## src/hw/rtl/slwc_pkg.sv

```systemverilog
// ----------------------------------------------------------------------------
// slwc_pkg - shared types and constants
// Field widths, codes and defaults for the set-associative LRU write-back
// cache tag model.
// ----------------------------------------------------------------------------
package slwc_pkg;

  // default sizing, overridable on the top level
  localparam int MAX_SET_BITS_DEF = 10;
  localparam int MAX_WAYS_DEF     = 8;
  localparam int ADDRESS_BITS_DEF = 32;

  // fixed word field widths
  localparam int ADDR_FIELD_W = 32;
  localparam int SIZE_W       = 8;
  localparam int TAG_FIELD_W  = 32;
  localparam int SET_FIELD_W  = 10;
  localparam int OFF_W        = 8;
  localparam int HITS_W       = 32;
  localparam int MACC_W       = 2;

  // configuration port
  localparam int CFG_IDX_W  = 2;
  localparam int CFG_DATA_W = 4;

  localparam logic [CFG_DATA_W-1:0] SET_BITS_RST = 4'd0;
  localparam logic [CFG_DATA_W-1:0] OFF_BITS_RST = 4'd3;
  localparam logic [CFG_DATA_W-1:0] WAYS_RST     = 4'd1;

  // clamped geometry widths (sets up to 16 bits, ways up to 16)
  localparam int SHIFT_W       = 5;
  localparam int WAYS_W        = 5;
  localparam int LINE_BITS_TOP = 8;

  // recency rank, 0 is most recent
  localparam int RANK_W = 3;
  localparam logic [RANK_W-1:0] RANK_TOP = 3'd7;

  // memory access counts
  localparam logic [MACC_W-1:0] MACC_NONE    = 2'd0;
  localparam logic [MACC_W-1:0] MACC_FILL    = 2'd1;
  localparam logic [MACC_W-1:0] MACC_FILL_WB = 2'd2;

  typedef enum logic [CFG_IDX_W-1:0] {
    CFG_SET_BITS = 2'd0,
    CFG_OFF_BITS = 2'd1,
    CFG_WAYS     = 2'd2
  } cfg_reg_t;

  typedef enum logic [1:0] {
    OC_HIT      = 2'd0,
    OC_MISS     = 2'd1,
    OC_BAD_SIZE = 2'd2,
    OC_MISALIGN = 2'd3
  } outcome_t;

  typedef enum logic [1:0] {
    ST_CLEAR,
    ST_IDLE,
    ST_LOOKUP
  } state_t;

  // decoded reference, held while the set is looked up
  typedef struct packed {
    logic              legal;
    outcome_t          err;
    logic              is_write;
    logic [OFF_W-1:0]  line_off;
  } dec_t;

  // way logic verdict
  typedef struct packed {
    logic              hit;
    logic [MACC_W-1:0] mem_acc;
  } upd_t;

endpackage

```

## src/hw/rtl/slwc_way_update.sv

```systemverilog
// ----------------------------------------------------------------------------
// slwc_way_update - way compare and replacement
// Parallel tag match over the set, victim choice (first free, else oldest),
// recency rank update and new row contents.
// ----------------------------------------------------------------------------
module slwc_way_update #(
  parameter int MAX_WAYS = 8,
  parameter int TAG_W    = 32
) (
  input  logic [MAX_WAYS-1:0][TAG_W-1:0]            tags_i,
  input  logic [MAX_WAYS-1:0][slwc_pkg::RANK_W-1:0] ranks_i,
  input  logic [MAX_WAYS-1:0]                       dirty_i,
  input  logic [MAX_WAYS-1:0]                       valid_i,
  input  logic [TAG_W-1:0]                          req_tag,
  input  logic                                      req_wr,
  input  logic [slwc_pkg::WAYS_W-1:0]               ways,
  output logic [MAX_WAYS-1:0][TAG_W-1:0]            tags_o,
  output logic [MAX_WAYS-1:0][slwc_pkg::RANK_W-1:0] ranks_o,
  output logic [MAX_WAYS-1:0]                       dirty_o,
  output logic [MAX_WAYS-1:0]                       valid_o,
  output slwc_pkg::upd_t                            upd
);

  localparam int WI_W = (MAX_WAYS > 1) ? $clog2(MAX_WAYS) : 1;

  logic                          hit;
  logic [WI_W-1:0]               hit_way;
  logic                          free;
  logic [WI_W-1:0]               free_way;
  logic [WI_W-1:0]               lru_way;
  logic [slwc_pkg::RANK_W-1:0]   best;
  logic [WI_W-1:0]               way_sel;
  logic                          was_valid;
  logic [slwc_pkg::RANK_W-1:0]   old_rank;

  // match, free way and oldest way
  always_comb begin
    hit      = 1'b0;
    hit_way  = '0;
    free     = 1'b0;
    free_way = '0;
    lru_way  = '0;
    best     = '0;
    for (int i = 0; i < MAX_WAYS; i++) begin
      if (slwc_pkg::WAYS_W'(i) < ways) begin
        if (!hit && valid_i[i] && (tags_i[i] == req_tag)) begin
          hit     = 1'b1;
          hit_way = WI_W'(i);
        end
        if (!free && !valid_i[i]) begin
          free     = 1'b1;
          free_way = WI_W'(i);
        end
        if (i == 0) begin
          best = ranks_i[i];
        end else if (ranks_i[i] > best) begin
          best    = ranks_i[i];
          lru_way = WI_W'(i);
        end
      end
    end
  end

  // new row
  always_comb begin
    way_sel   = hit ? hit_way : (free ? free_way : lru_way);
    was_valid = valid_i[way_sel];
    old_rank  = ranks_i[way_sel];
    tags_o    = tags_i;
    ranks_o   = ranks_i;
    dirty_o   = dirty_i;
    valid_o   = valid_i;
    for (int i = 0; i < MAX_WAYS; i++) begin
      if ((slwc_pkg::WAYS_W'(i) < ways) && (WI_W'(i) != way_sel) && valid_i[i] &&
          (!was_valid || (ranks_i[i] < old_rank)) && (ranks_i[i] != slwc_pkg::RANK_TOP)) begin
        ranks_o[i] = ranks_i[i] + 3'd1;
      end
    end
    ranks_o[way_sel] = '0;
    if (hit) begin
      dirty_o[way_sel] = dirty_i[way_sel] | req_wr;
    end else begin
      valid_o[way_sel] = 1'b1;
      dirty_o[way_sel] = req_wr;
      tags_o[way_sel]  = req_tag;
    end

    upd.hit = hit;
    if (hit) begin
      upd.mem_acc = slwc_pkg::MACC_NONE;
    end else if (was_valid && dirty_i[way_sel]) begin
      upd.mem_acc = slwc_pkg::MACC_FILL_WB;
    end else begin
      upd.mem_acc = slwc_pkg::MACC_FILL;
    end
  end

endmodule

```

## config.mk

```make
export PLATFORM = sky130hd
export DESIGN_NAME = slwc_way_update
export DESIGN_NICKNAME = d
export VERILOG_FILES = /design/src/hw/rtl/slwc_pkg.sv /design/src/hw/rtl/slwc_way_update.sv
export SDC_FILE = /design/constraint.sdc
export NUM_CORES = 1
export LEC_CHECK = 0
export ABC_AREA = 0
export BUFFER_PORTS_ARGS = -buffer_cell sky130_fd_sc_hd__buf_2
export CAP_MARGIN = 20
export CORE_AREA = 2 2 244 246
export DETAILED_ROUTE_END_ITERATION = 8
export DIE_AREA = 0 0 246 248
export PLACE_DENSITY_LB_ADDON = 0.12
export REMOVE_ABC_BUFFERS = 1
export SLEW_MARGIN = 10
export SYNTH_ARGS = -nofsm -noshare
export SYNTH_HDL_FRONTEND = slang
export SYNTH_SLANG_ARGS = --single-unit
```

## constraint.sdc

```tcl
create_clock -name vclk -period 10
set_clock_uncertainty 0.1 [all_clocks]
set_input_delay 0 -clock vclk [all_inputs]
set_output_delay 0 -clock vclk [all_outputs]
set_load 0.005 [all_outputs]
```

==> metrics.cfg <==
[finish]
clkbuf_count=0
nets=2403
areaGrowthSynthToFinish_pct=75.71
layout_common_cells=buf_2 (577), mux2_2 (183), buf_4 (167)
drive_gt1_share_pct=61.47
regArea_um2=0
seq_cells=0
final_common_cell=buf_2

[setup_path]
worstPathBufferInverterCount=5
startpoint_type=input port
cp.depth=54
cp_common_cell=ha_4
crit_family=compound AO/OA/AOI/OAI gates
crit_arrival_ps=10160
setup.worst_path.end=ranks_o[1]
worstPathMaxFanout=5
cp_slowest_stage_delay_ps=430
critical_path_class=in2out
required_ps=9900
cp_slowest_cell=or4_4
startpoint=ways[2]
end_kind=primary output

[synthesis]
synth_cell_types=74
postSynthCellCount=1266
synth_warnings=0
seq_area_frac_synth_pct=0
syn_avg_cell_area_um2=7.738
syn_area_mm2=0.009797

[global_routing]
grt_pass1_vias=13700
grt_pass1_wl_mm=110.2
grt_overflow=0
grt_max_degree=38
antenna_found_initial=24
grt_usage_pct=25.71

[drt]
drtIter0Drc=806
antenna_left=0
vias_per_cell=4.919
first_pass_iters=5
vias=13790
drc=0
wirelength_mm=85.20
wire_per_inst_um=30.39

[place]
port_buffers=633
dp.final_hpwl_mm=68.50
gp_congestion=0.9384

[flow_run]
maxCapViolations=0

[floorplan]
dieArea_mm2=0.06101
die_w_um=246
num_rows=89
core_area_mm2=0.05846
io_pins=633
die_h_um=248
start_util_pct=16.76

[run_status]
violations=negative setup slack
outcome=finished with violations

[sta]
tightest_slew_ps=1010
finalCriticalPeriod_ps=10260
slew-limit-headroom_pct=31.71
fmax_mhz=97.49
finalHoldViolCount=0
tns_ps=-12330
worst_slack_ps=-257.9
fin_hold_ws_ps=207.9
period_share_pct=102.6
setup_viol=139
rsz0062_at_grt=true
slew_viol_final=0

[worst_hold_path]
hold_class=in2out
holdCritStartpoint=tags_i[145]

[pwr]
vdd_ir_drop_max_uv=66.48
p_per_area_mw_per_mm2=88.70
p_leak_nw=7.847

[clock_network]
hold_buffers=0

cell usage after synthesis, types with 8 or more instances:
library cell  number  area share, %
nand3b_1           8           0.61
buf_2             47            2.4
nor3_1            10           0.51
nand2b_1          26            1.7
a21oi_1           28            1.4
xor2_1           145             13
o21a_1            11           0.84
o21ai_0           35            1.8
nor4_1            55            3.5
nand4_1           40            2.6
nor2b_1            9           0.57
o21ai_1           12           0.61
mux2_1             9            1.0
clkbuf_1          51            2.0
ha_1              45            5.7
nor2_1            46            1.8
mux2i_1           44            4.5
xnor2_1          105            9.4
nand3_1           28            1.4
mux2_2           243             28
inv_1             32            1.2
nand2_1          101            3.9
power by group:
group | total (W) | switching (W) | internal, W
logic | 0.00153 | 0.000760 | 0.000767
registers | 0 | 0 | 0
clock network | 0.0000000000962 | 0 | 0.0000000000962
layer usage:
| metal | share of wire, % | vias up | GRT usage (%) |
|---|---|---|---|
| met1 | 41 | 6851 | 31.40 |
| met4 | 3.6 | 30 | 7.094 |
| li1 | - | 6140 | - |
| met3 | 6.4 | 143 | 4.444 |
| met5 | 0.22 | - | 0 |
| met2 | 49 | 630 | 46.03 |
cell type report:
class,count,area [um2]
inverter,34,127.6
multi-input combinational,1128,10300
fill,6506,41250
timing repair buffer,860,5793
antenna,9,22.52
tap,773,967.2
timing repair:
item                       in CTS  in global routing
setup endpoints to repair     297                298
buffers inserted               48                 27
pin swaps                      55                 62
resized for setup             138                197
gates cloned                    7                  7
worst min-delay path by stage:
stage,endpoint,slack (ps),cells after the start
global route,tags_o[96],240,3
detailed placement,tags_o[145],210,4
finish,tags_o[145],210,4
floorplan,ranks_o[9],-40,1
global placement,tags_o[146],210,4
CTS,tags_o[145],210,4
worst min-delay path, cell delays in order:
cell and delay, ps:
buf_2 100, nand2_1 40, o21ai_0 60, buf_2 110
stage by stage:
| stage | instance area, um2 | util [%] | setup slack [ps] | instances | power, W |
|---|---|---|---|---|---|
| floorplan | 9310 | - | -2054 | 1162 | 0.0005018 |
| global placement | 14710 | 25.15 | -718.0 | 2710 | 0.001103 |
| global route | 17200 | 29.41 | -829.3 | 2797 | 0.001613 |
| finish | 17210 | 29.44 | -257.9 | 2804 | 0.001527 |
| CTS | 15880 | 27.16 | -239.1 | 2764 | 0.001280 |
| detailed placement | 14710 | 25.15 | -1069 | 2710 | 0.001102 |
cells by family after synthesis:
logic type	share of synthesized area (%)
AO/OA/AOI/OAI	11.78
multiplexers	33.46
XOR/XNOR	22.35
buffers and inverters	6.271
AND/OR/NAND/NOR	20.40
adder cells (fa/ha/maj)	5.747
(Power assumes the default switching activity.)
