**src/hw/rtl/slwc_pkg.sv**
```systemverilog
// ----------------------------------------------------------------------------
// slwc_pkg - shared types and constants
// Field widths, codes and defaults for the set-associative LRU write-back
// cache tag model.
// ----------------------------------------------------------------------------
package slwc_pkg;

  // default sizing, overridable on the top level
  localparam int MAX_SET_BITS_DEF = 10;
  localparam int MAX_WAYS_DEF     = 8;
  localparam int ADDRESS_BITS_DEF = 32;

  // fixed word field widths
  localparam int ADDR_FIELD_W = 32;
  localparam int SIZE_W       = 8;
  localparam int TAG_FIELD_W  = 32;
  localparam int SET_FIELD_W  = 10;
  localparam int OFF_W        = 8;
  localparam int HITS_W       = 32;
  localparam int MACC_W       = 2;

  // configuration port
  localparam int CFG_IDX_W  = 2;
  localparam int CFG_DATA_W = 4;

  localparam logic [CFG_DATA_W-1:0] SET_BITS_RST = 4'd0;
  localparam logic [CFG_DATA_W-1:0] OFF_BITS_RST = 4'd3;
  localparam logic [CFG_DATA_W-1:0] WAYS_RST     = 4'd1;

  // clamped geometry widths (sets up to 16 bits, ways up to 16)
  localparam int SHIFT_W       = 5;
  localparam int WAYS_W        = 5;
  localparam int LINE_BITS_TOP = 8;

  // recency rank, 0 is most recent
  localparam int RANK_W = 3;
  localparam logic [RANK_W-1:0] RANK_TOP = 3'd7;

  // memory access counts
  localparam logic [MACC_W-1:0] MACC_NONE    = 2'd0;
  localparam logic [MACC_W-1:0] MACC_FILL    = 2'd1;
  localparam logic [MACC_W-1:0] MACC_FILL_WB = 2'd2;

  typedef enum logic [CFG_IDX_W-1:0] {
    CFG_SET_BITS = 2'd0,
    CFG_OFF_BITS = 2'd1,
    CFG_WAYS     = 2'd2
  } cfg_reg_t;

  typedef enum logic [1:0] {
    OC_HIT      = 2'd0,
    OC_MISS     = 2'd1,
    OC_BAD_SIZE = 2'd2,
    OC_MISALIGN = 2'd3
  } outcome_t;

  typedef enum logic [1:0] {
    ST_CLEAR,
    ST_IDLE,
    ST_LOOKUP
  } state_t;

  // decoded reference, held while the set is looked up
  typedef struct packed {
    logic              legal;
    outcome_t          err;
    logic              is_write;
    logic [OFF_W-1:0]  line_off;
  } dec_t;

  // way logic verdict
  typedef struct packed {
    logic              hit;
    logic [MACC_W-1:0] mem_acc;
  } upd_t;

endpackage

```
**src/hw/rtl/slwc_addr_split.sv**
```systemverilog
// ----------------------------------------------------------------------------
// slwc_addr_split - reference decode
// Splits the address into tag, set and offset and checks size and alignment.
// ----------------------------------------------------------------------------
module slwc_addr_split #(
  parameter int TAG_W = 32,
  parameter int SET_W = 10
) (
  input  logic [TAG_W-1:0]             addr,
  input  logic                         is_write,
  input  logic [slwc_pkg::SIZE_W-1:0]  access_size,
  input  logic [slwc_pkg::SHIFT_W-1:0] set_bits,
  input  logic [3:0]                   off_bits,
  output logic [TAG_W-1:0]             tag,
  output logic [SET_W-1:0]             set_idx,
  output slwc_pkg::dec_t               dec
);

  logic [slwc_pkg::SHIFT_W-1:0] tag_sh;
  logic [TAG_W-1:0]             above_off;
  logic [slwc_pkg::OFF_W-1:0]   off;
  logic                         size_ok;
  logic [2:0]                   size_m1;
  logic                         misalign;
  logic [9:0]                   end_byte;
  logic [9:0]                   line_bytes;

  always_comb begin
    tag_sh    = set_bits + slwc_pkg::SHIFT_W'(off_bits);
    tag       = addr >> tag_sh;
    above_off = addr >> off_bits;
    set_idx   = above_off[SET_W-1:0] & ~({SET_W{1'b1}} << set_bits);
    off       = addr[slwc_pkg::OFF_W-1:0] & ~(8'hFF << off_bits);

    size_ok    = (access_size == 8'd1) || (access_size == 8'd2) ||
                 (access_size == 8'd4) || (access_size == 8'd8);
    size_m1    = access_size[2:0] - 3'd1;
    end_byte   = {2'b00, off} + {2'b00, access_size};
    line_bytes = 10'd1 << off_bits;
    misalign   = ((addr[2:0] & size_m1) != 3'd0) || (end_byte > line_bytes);

    dec.is_write = is_write;
    dec.line_off = off;
    dec.legal    = size_ok && !misalign;
    dec.err      = size_ok ? slwc_pkg::OC_MISALIGN : slwc_pkg::OC_BAD_SIZE;
  end

endmodule

```
**config.mk**
```make
export PLATFORM = sky130hd
export DESIGN_NAME = slwc_addr_split
export DESIGN_NICKNAME = d
export VERILOG_FILES = /design/src/hw/rtl/slwc_pkg.sv /design/src/hw/rtl/slwc_addr_split.sv
export SDC_FILE = /design/constraint.sdc
export NUM_CORES = 1
export LEC_CHECK = 0
export BUFFER_PORTS_ARGS = -buffer_cell sky130_fd_sc_hd__buf_2
export CORE_ASPECT_RATIO = 2
export CORE_MARGIN = 2
export CORE_UTILIZATION = 35
export DETAILED_ROUTE_END_ITERATION = 16
export PLACE_DENSITY_LB_ADDON = 0.05
export SYNTH_ARGS = -nofsm -noshare
export SYNTH_HDL_FRONTEND = slang
export SYNTH_SLANG_ARGS = --single-unit
```
**constraint.sdc**
```tcl
create_clock -name vclk -period 8.1
set_input_delay 0.405 -clock vclk [all_inputs]
set_output_delay 0.405 -clock vclk [all_outputs]
set_load 0.02 [all_outputs]
```
==> results.py, run 1 <==
metrics = {
    "finish": {
        "fill_cells": 1024,
        "drive_gt1_frac": 0.277,
        "final-seq-area_um2": 0,
        "layout_nets": 598,
        "clockBufferCount": 0,
        "multi_input_area_mm2": 0.00309,
        "fin_area_mm2": 0.00381,
        "syn2layout_area_growth_pct": 15.1,
        "layout.sequential_cells": 0,
        "antenna-diode-count": 0,
    },
    "clocking": {
        "post_cts_resized": 0,
        "postCtsSetupBuffers": 0,
        "ctsHoldBuffers": 0,
    },
    "global_routing": {
        "number_of_global_route_vias_before_repair": 3659,
        "pin_count_of_the_biggest_net_entering_global_routing": 39,
        "antenna_found_initial": 0,
        "global_route.usage.total": 0.238,
        "gr-total-overflow": 0,
        "grt_first_pass_wirelength_um": 19400,
    },
    "setup_path": {
        "crit_slowest_cell": "a21boi_0",
        "setup.worst_path.start_class": "input port",
        "timing.critical_path.fanout_max": 28,
        "timing.critical_path.mode_cell": "a21oi_1",
        "worst_setup_path_end_kind": "primary output",
        "delay_heaviest_family_cp": "compound AO/OA/AOI/OAI gates",
        "worstPathBufferInverterCount": 3,
        "path_class": "in2out",
        "cp_data_required_time_ns": 7.70,
        "worstPathCellList": "buf_2, inv_1, a21boi_0, ha_1, a21o_1, a21oi_1, o21bai_1, a21boi_0, o21bai_1, xor2_1, ha_1, a21o_1, a21oi_1, o211ai_1, a21oi_1, buf_2",
        "cpPeakStageDelay_ns": 0.49,
        "cp.arrival_ns": 4.17,
    },
    "power_and_ir_drop": {
        "power_density_mw_per_mm2": 137,
        "vdd_drop_max_v": 0.0000458,
        "leakagePower_nw": 1.82,
    },
    "die": {
        "area_of_the_core_mm2": 0.00926,
        "start_util": 0.358,
        "fp.dieH_um": 142,
        "std_cell_rows": 50,
        "die_w_um": 72.8,
        "io-pin-count": 104,
        "die-area_mm2": 0.0103,
    },
    "hold_path": {
        "hp-class": "in2out",
    },
    "yosys": {
        "synth-adder-area-share": 0.107,
        "synth.yosys.warnings": 0,
        "post_synth_most_frequent_cells": "62 x mux2i_1, 48 x nand2_1, 45 x nor2_1",
        "yosys-mux-area-fraction": 0.344,
        "netlist.top_cell.by_area": "mux2i_1",
        "post_synth_instance_area_mm2": 0.00331,
        "synth_area_per_inst_um2": 7.36,
        "yosys.area_share.simple": 0.189,
        "synthXorXnorAreaFrac": 0.0389,
        "syn_inst": 450,
        "synth_compound_area_frac": 0.252,
        "synth_sequential_area_ratio": 0,
        "main_combinational_cell_family_by_area_after_synthesis": "multiplexers",
        "synthMostInstantiatedCell": "mux2i_1",
        "synth_top_area_share": 0.187,
        "area_contributors_post_synth": "mux2i_1 19%, mux4_2 11%, ha_1 9.4%",
        "synth.net_count": 527,
        "yosysUniqueCellTypes": 51,
    },
    "routing": {
        "detailedRoute.firstPassIterationCount": 4,
        "via_count": 3659,
        "drt_first_iter_violations": 122,
        "route.detailed.drc": 0,
        "route.antenna.remaining_nets": 0,
        "detail_route.wirelength_um": 12400,
        "vias_per_inst": 5.87,
        "routed_len_inst_um": 20.0,
    },
    "job": {
        "maxCapViolations": 0,
    },
    "outcome": {
        "outcome": "completed",
    },
    "timing": {
        "layout_min_cycle_time_ns": 4.57,
        "setup-violations-final": 0,
        "rsz_0062_raised_after_global_routing": "no",
        "relSlewSlack": 0.269,
        "final-max-slew-violation-count": 0,
        "maximum_clock_frequency_ghz": 0.219,
        "fin_crit_sh": 0.564,
        "fin_setup_tns_ns": 0,
        "max_slew.worst_pin.slew_ns": 1.10,
        "hold_violations": 0,
    },
    "place": {
        "dp_hpwl_um": 10500,
        "place.gp.congestion": 0.900,
        "placement.cell_area_mm2": 0.00381,
        "i_o_buffers": 101,
    },
}
[path summary, 6_finish.rpt]
kind / start / endpoint / slack [ns] / cells past startpoint
worst max-delay path: off_bits[1] / dec[11] / 3.53 / 16
worst min-delay path: is_write / dec[8] / 0.81 / 0
[metrics by stage]
| stage | util | cells | hold slack [ns] | total power, mW | setup slack, ns |
|---|---|---|---|---|---|
| after floorplan | - | 450 | 0.923 | 0.374 | 3.56 |
| after global placement | 0.412 | 623 | 0.810 | 0.521 | 3.61 |
| after detailed placement | 0.412 | 623 | 0.810 | 0.524 | 3.52 |
| after CTS | 0.412 | 623 | 0.810 | 0.526 | 3.51 |
| after global routing | 0.412 | 623 | 0.810 | 0.571 | 3.04 |
| final | 0.412 | 623 | 0.810 | 0.523 | 3.53 |
[logic make-up after synthesis]
logic type | count (synthesis)
xor+xnor | 13
fa+ha+maj | 27
compound gates | 127
simple gates | 141
mux | 92
other cells | 1
buf+inv | 49
[placed cells by master (no fill, tap or decap), types with 2 or more instances in the layout]
cell | netlist | final
xor2_1 | 6 | 6
a211oi_1 | 15 | 15
and3_1 | 2 | 2
a31oi_1 | 2 | 2
nor2_1 | 45 | 45
inv_1 | 9 | 9
mux4_2 | 16 | 16
a21boi_0 | 5 | 5
mux2_2 | 14 | 14
a221oi_1 | 2 | 2
ha_1 | 25 | 25
buf_4 | 5 | 7
a222oi_1 | 4 | 4
a21oi_1 | 35 | 35
nand2_1 | 48 | 48
o21bai_1 | 3 | 3
mux2i_1 | 62 | 62
a211o_1 | 2 | 2
o22ai_1 | 2 | 2
o211ai_1 | 6 | 6
a21o_1 | 7 | 7
nor2b_1 | 17 | 17
o21ai_0 | 29 | 29
buf_2 | 14 | 101
and2_1 | 2 | 2
xnor2_1 | 5 | 5
nand3_1 | 15 | 15
nand2b_1 | 2 | 2
o21a_1 | 6 | 6
nor3_1 | 6 | 6
[routing by layer]
metal,global-route usage,part of all wire
met1,0.243,0.34
met2,0.481,0.58
met3,0.00923,0.026
met5,0,0
met4,0.0906,0.047
[cell type report]
| class | count | area share |
|---|---|---|
| multi-input combinational | 401 | 0.810 |
| timing repair buffer | 108 | 0.146 |
| inverter | 10 | 0.00985 |
| tap | 104 | 0.0341 |
[power breakdown]
part	total, mW	internal [mW]	switching [mW]
logic	0.523	0.199	0.324
registers	0	0	0
clock network	0	0	0
total	0.523	0.199	0.324
Note: power is estimated with default switching activity, not from simulation.
==> run 2: changes to the inputs <==
Clock period 8.1 ns to 4.4 ns, I/O delays scaled along.
==> run 2 against run 1 <==
Compared with the run above: worst setup slack got worse by 3.0 ns; die area unchanged; combinational power increased by 86%; flip-flop and latch count unchanged; non-clock buffer count increased by 8; first-iteration DRC count increased by 39%; global-route usage increased by 0.48 points; via count increased by 1.6%; largest power group unchanged.
==> results.py, run 2 (synthesis results as in run 1) <==
metrics = {
    "setup_path": {
        "worstPathCellList": "buf_2, nor4_2, nor2b_1, ha_1, fa_1, a21o_1, a21oi_1, o21bai_1, a211oi_1, nor2_1, ha_1, a21o_1, a21oi_1, o211ai_1, a21oi_1, buf_2",
        "cpPeakStageDelay_ns": 0.54,
        "cp_data_required_time_ns": 4.18,
        "crit_slowest_cell": "nor4_2",
        "path_class": "in2out",
        "timing.critical_path.fanout_max": 12,
        "cp.arrival_ns": 3.66,
        "worst_setup_path_end_kind": "primary output",
        "setup.worst_path.start_class": "input port",
        "timing.critical_path.mode_cell": "a21oi_1",
    },
    "finish": {
        "clockBufferCount": 0,
        "finish.utilization": 0.419,
        "fill_cells": 1024,
        "final-seq-area_um2": 0,
        "layout.sequential_cells": 0,
        "mostFrequentLayoutCells": "101 x buf_2, 62 x mux2i_1, 48 x nand2_1",
        "multi_input_area_mm2": 0.00309,
        "antenna-diode-count": 0,
        "layout_commonest_cell": "buf_2",
        "drive_gt1_frac": 0.290,
        "syn2layout_area_growth_pct": 17.1,
        "layout_nets": 606,
        "fin_area_mm2": 0.00388,
    },
    "place": {
        "i_o_buffers": 101,
        "placement.cell_area_mm2": 0.00387,
        "dp_hpwl_um": 10700,
        "place.gp.congestion": 0.929,
        "pre_cts_slack_ns": 0.274,
    },
    "die": {
        "die-area_mm2": 0.0103,
        "io-pin-count": 104,
        "fp.dieH_um": 142,
        "std_cell_rows": 50,
        "die_w_um": 72.8,
        "area_of_the_core_mm2": 0.00926,
        "start_util": 0.358,
    },
    "routing": {
        "detail_route.wirelength_um": 12600,
        "vias_per_inst": 5.89,
        "routed_len_inst_um": 19.9,
        "route.antenna.remaining_nets": 0,
        "route.detailed.drc": 0,
        "drt_first_iter_violations": 170,
        "detailedRoute.firstPassIterationCount": 4,
        "via_count": 3717,
    },
    "timing": {
        "layout_min_cycle_time_ns": 3.88,
        "final-max-slew-violation-count": 0,
        "rsz_0062_raised_after_global_routing": "no",
        "max_slew.worst_pin.slew_ns": 0.938,
        "setup-violations-final": 0,
        "fin_setup_tns_ns": 0,
        "maximum_clock_frequency_ghz": 0.258,
        "timing.final.ws_setup_ns": 0.523,
        "relSlewSlack": 0.371,
        "hold_violations": 0,
        "fin_crit_sh": 0.881,
    },
    "outcome": {
        "outcome": "completed",
    },
    "job": {
        "maxCapViolations": 0,
    },
    "power_and_ir_drop": {
        "leakagePower_nw": 1.86,
        "finalPower_mw": 0.973,
        "power_density_mw_per_mm2": 251,
        "vdd_drop_max_v": 0.0000821,
    },
    "global_routing": {
        "number_of_global_route_vias_before_repair": 3691,
        "global_route.usage.total": 0.243,
        "gr-total-overflow": 0,
        "grt_first_pass_wirelength_um": 19700,
        "antenna_found_initial": 0,
        "pin_count_of_the_biggest_net_entering_global_routing": 35,
    },
    "hold_path": {
        "hp-class": "in2out",
    },
}
-- run 2: cell types whose count changed in the layout (fill, tap and decap cells not counted) --
cell    previous run  this run
nor4_2             0         1
buf_4              7        15
nor4_1             1         0
-- run 2: worst paths after layout --
kind	startpoint	end	slack [ns]	cells past startpoint
worst min-delay path	is_write	dec[8]	0.44	0
worst max-delay path	off_bits[1]	dec[11]	0.52	16
-- run 2: layout make-up --
type,count,area share
timing repair buffer,116,0.159
multi-input combinational,401,0.797
inverter,10,0.00968
tap,104,0.0336
-- run 2: where the power goes --
| group | switching (mW) | internal (mW) | leakage, nW |
|---|---|---|---|
| clock network | 0 | 0 | 0 |
| logic | 0.598 | 0.375 | 1.86 |
| registers | 0 | 0 | 0 |
| total | 0.598 | 0.375 | 1.86 |
-- run 2: critical path, delay by kind of cell --
kind | cells | cell delay [ns]
AOI/OAI and AO/OA | 8 | 1.47
adders and majority gates | 3 | 0.84
buffers and inverters | 2 | 0.36
and+or+nand+nor | 3 | 0.75
-- run 2: what timing repair did --
| action | 4_1_cts | 5_1_grt |
|---|---|---|
| endpoints found under the setup margin | 0 | 1 |
| hold buffers | 0 | 0 |
| setup buffers | 0 | 0 |
| resized for setup | 0 | 1 |
-- run 2: metal layers --
layer	global-route usage	wire [um]	vias to the layer above
met5	0	0	-
met1	0.240	4200	1754
met2	0.481	7130	101
li1	-	-	1830
met3	0.0114	379	32
met4	0.128	850	0
-- run 2: per-stage QoR --
step	hold slack (ns)	std cells
floorplan	0.553	450
global placement	0.440	631
detailed placement	0.440	631
CTS	0.440	631
global route	0.440	631
finish	0.440	631
==> run 3: changes to the inputs <==
Settings changed: CORE_ASPECT_RATIO 2 to 0.75.
==> run 3 against run 2 <==
Compared with the run above: first-iteration DRC count grew 37%; via count shrank 0.38%; design area is essentially flat; highest routed layer unchanged; power shrank 1.7%; die area shrank 0.38%; combinational power shrank 2%; non-clock buffer count shrank 3; worst setup slack gained 0.053 ns; critical endpoint unchanged; sequential share of layout area is the same; clock-buffer cell count is the same; flip-flop and latch count is the same; utilization grew 0.65 points; largest cell class unchanged.
==> results.py, run 3 (synthesis results as in run 1) <==
metrics = {
    "place": {
        "place.gp.congestion": 0.867,
        "placedCellCount": 652,
        "i_o_buffers": 101,
        "dp_hpwl_um": 9550,
        "pre_cts_slack_ns": 0.572,
    },
    "power_and_ir_drop": {
        "power.internal_mw": 0.368,
        "p_sw_frac": 0.615,
        "clkPwrFrac": 0,
        "power_density_mw_per_mm2": 247,
        "leakagePower_nw": 1.85,
        "power.net_switching_mw": 0.588,
        "share_comb_of_total_power": 1.000,
        "vdd_drop_max_v": 0.0000859,
        "power.share.sequential": 0,
    },
    "timing": {
        "hold_violations": 0,
        "final-max-slew-violation-count": 0,
        "rsz_0062_raised_after_global_routing": "no",
        "layout_min_cycle_time_ns": 3.82,
        "setup-violations-final": 0,
        "timing.final.ws_setup_ns": 0.576,
        "fin_setup_tns_ns": 0,
        "relSlewSlack": 0.551,
        "whs_ns": 0.440,
        "max_slew.worst_pin.slew_ns": 0.673,
        "maximum_clock_frequency_ghz": 0.262,
        "fin_crit_sh": 0.869,
    },
    "global_routing": {
        "antenna_found_initial": 0,
        "grt_first_pass_wirelength_um": 18100,
        "pin_count_of_the_biggest_net_entering_global_routing": 36,
        "gr-total-overflow": 0,
        "number_of_global_route_vias_before_repair": 3299,
        "global_route.usage.total": 0.222,
    },
    "hold_path": {
        "hp-class": "in2out",
        "worst_hold_path_ep": "dec[8]",
        "launch_point_of_the_worst_hold_path": "is_write",
        "whs_path_depth": 0,
    },
    "finish": {
        "syn2layout_area_growth_pct": 17.2,
        "layout_nets": 603,
        "clockBufferCount": 0,
        "layout.sequential_cells": 0,
        "mostFrequentLayoutCells": "101 x buf_2, 62 x mux2i_1, 48 x nand2_1",
        "drive_gt1_frac": 0.284,
        "finish.utilization": 0.425,
        "antenna-diode-count": 0,
        "layout.cells.non_filler": 652,
        "final-seq-area_um2": 0,
        "fill_cells": 993,
        "layout_commonest_cell": "buf_2",
    },
    "setup_path": {
        "cp_data_required_time_ns": 4.18,
        "setup.worst_path.start_class": "input port",
        "cp.arrival_ns": 3.60,
        "crit_slowest_cell": "a21boi_0",
        "timing.critical_path.fanout_max": 22,
        "worstPathCellList": "buf_2, nor2_1, a21boi_0, ha_1, a21o_1, a21oi_1, o21bai_1, a21boi_0, o21bai_1, xor2_1, ha_1, a21o_1, a21oi_1, o211ai_1, a21oi_1, buf_2",
        "timing.critical_path.mode_cell": "a21oi_1",
        "worst_setup_path_end_kind": "primary output",
        "cpPeakStageDelay_ns": 0.46,
        "path_class": "in2out",
    },
    "clocking": {
        "ctsHoldBuffers": 0,
        "post_cts_resized": 0,
        "postCtsSetupBuffers": 0,
    },
    "routing": {
        "route.detailed.drc": 0,
        "via_count": 3703,
        "routed_len_inst_um": 17.9,
        "drt_first_iter_violations": 233,
        "detailedRoute.firstPassIterationCount": 5,
        "vias_per_inst": 5.68,
        "detail_route.wirelength_um": 11700,
        "route.antenna.remaining_nets": 0,
    },
    "die": {
        "start_util": 0.363,
        "die_w_um": 116,
        "fp.dieH_um": 88.2,
        "area_of_the_core_mm2": 0.00912,
        "io-pin-count": 104,
        "std_cell_rows": 30,
        "die-area_mm2": 0.0103,
    },
    "job": {
        "maxCapViolations": 0,
    },
    "outcome": {
        "outcome": "completed",
    },
}
## run 3: cell type report
| type | count | area, um^2 | area share |
|---|---|---|---|
| Inverter | 10 | 37.5 | 0.00968 |
| Tap cell | 128 | 160 | 0.0413 |
| Timing Repair Buffer | 113 | 596 | 0.154 |
| Multi-Input combinational cell | 401 | 3090 | 0.795 |
## run 3: per-stage QoR
stage / total power, mW / cell area [um^2]
2_1_floorplan: 0.688 / 3310
3_3_place_gp: 0.949 / 3880
3_5_place_dp: 0.949 / 3880
4_1_cts: 0.954 / 3880
5_1_grt: 1.05 / 3880
6_report: 0.956 / 3880
## run 3: per-layer routing
layer  global-route usage  routed length, um
met5                    0                  0
met4              0.00974                 28
met3               0.0171                865
met2                0.299               4500
met1                0.388               6310
## run 3: worst max-delay path by stage
stage	to	cells past startpoint	slack (ns)	start
floorplan	dec[11]	16	0.23	off_bits[3]
CTS	dec[11]	16	0.57	off_bits[2]
global placement	dec[11]	16	0.71	off_bits[2]
detailed placement	dec[11]	16	0.57	off_bits[2]
global route	dec[11]	16	0.22	off_bits[2]
finish	dec[11]	16	0.58	off_bits[2]
## run 3: power by group through the flow
stage                     registers, mW  logic [mW]  clock network (mW)
after detailed placement              0       0.949                   0
after global routing                  0        1.05                   0
after floorplan                       0       0.688                   0
after global placement                0       0.949                   0
final                                 0       0.956                   0
after CTS                             0       0.954                   0
## run 3: worst max-delay path, delay by kind of cell
kind / cells / cell delay [ns]
and+or+nand+nor: 1 / 0.20
AOI/OAI and AO/OA: 10 / 1.84
buffers and inverters: 2 / 0.53
adders and majority gates: 2 / 0.64
xor gates and xnor gates: 1 / 0.16
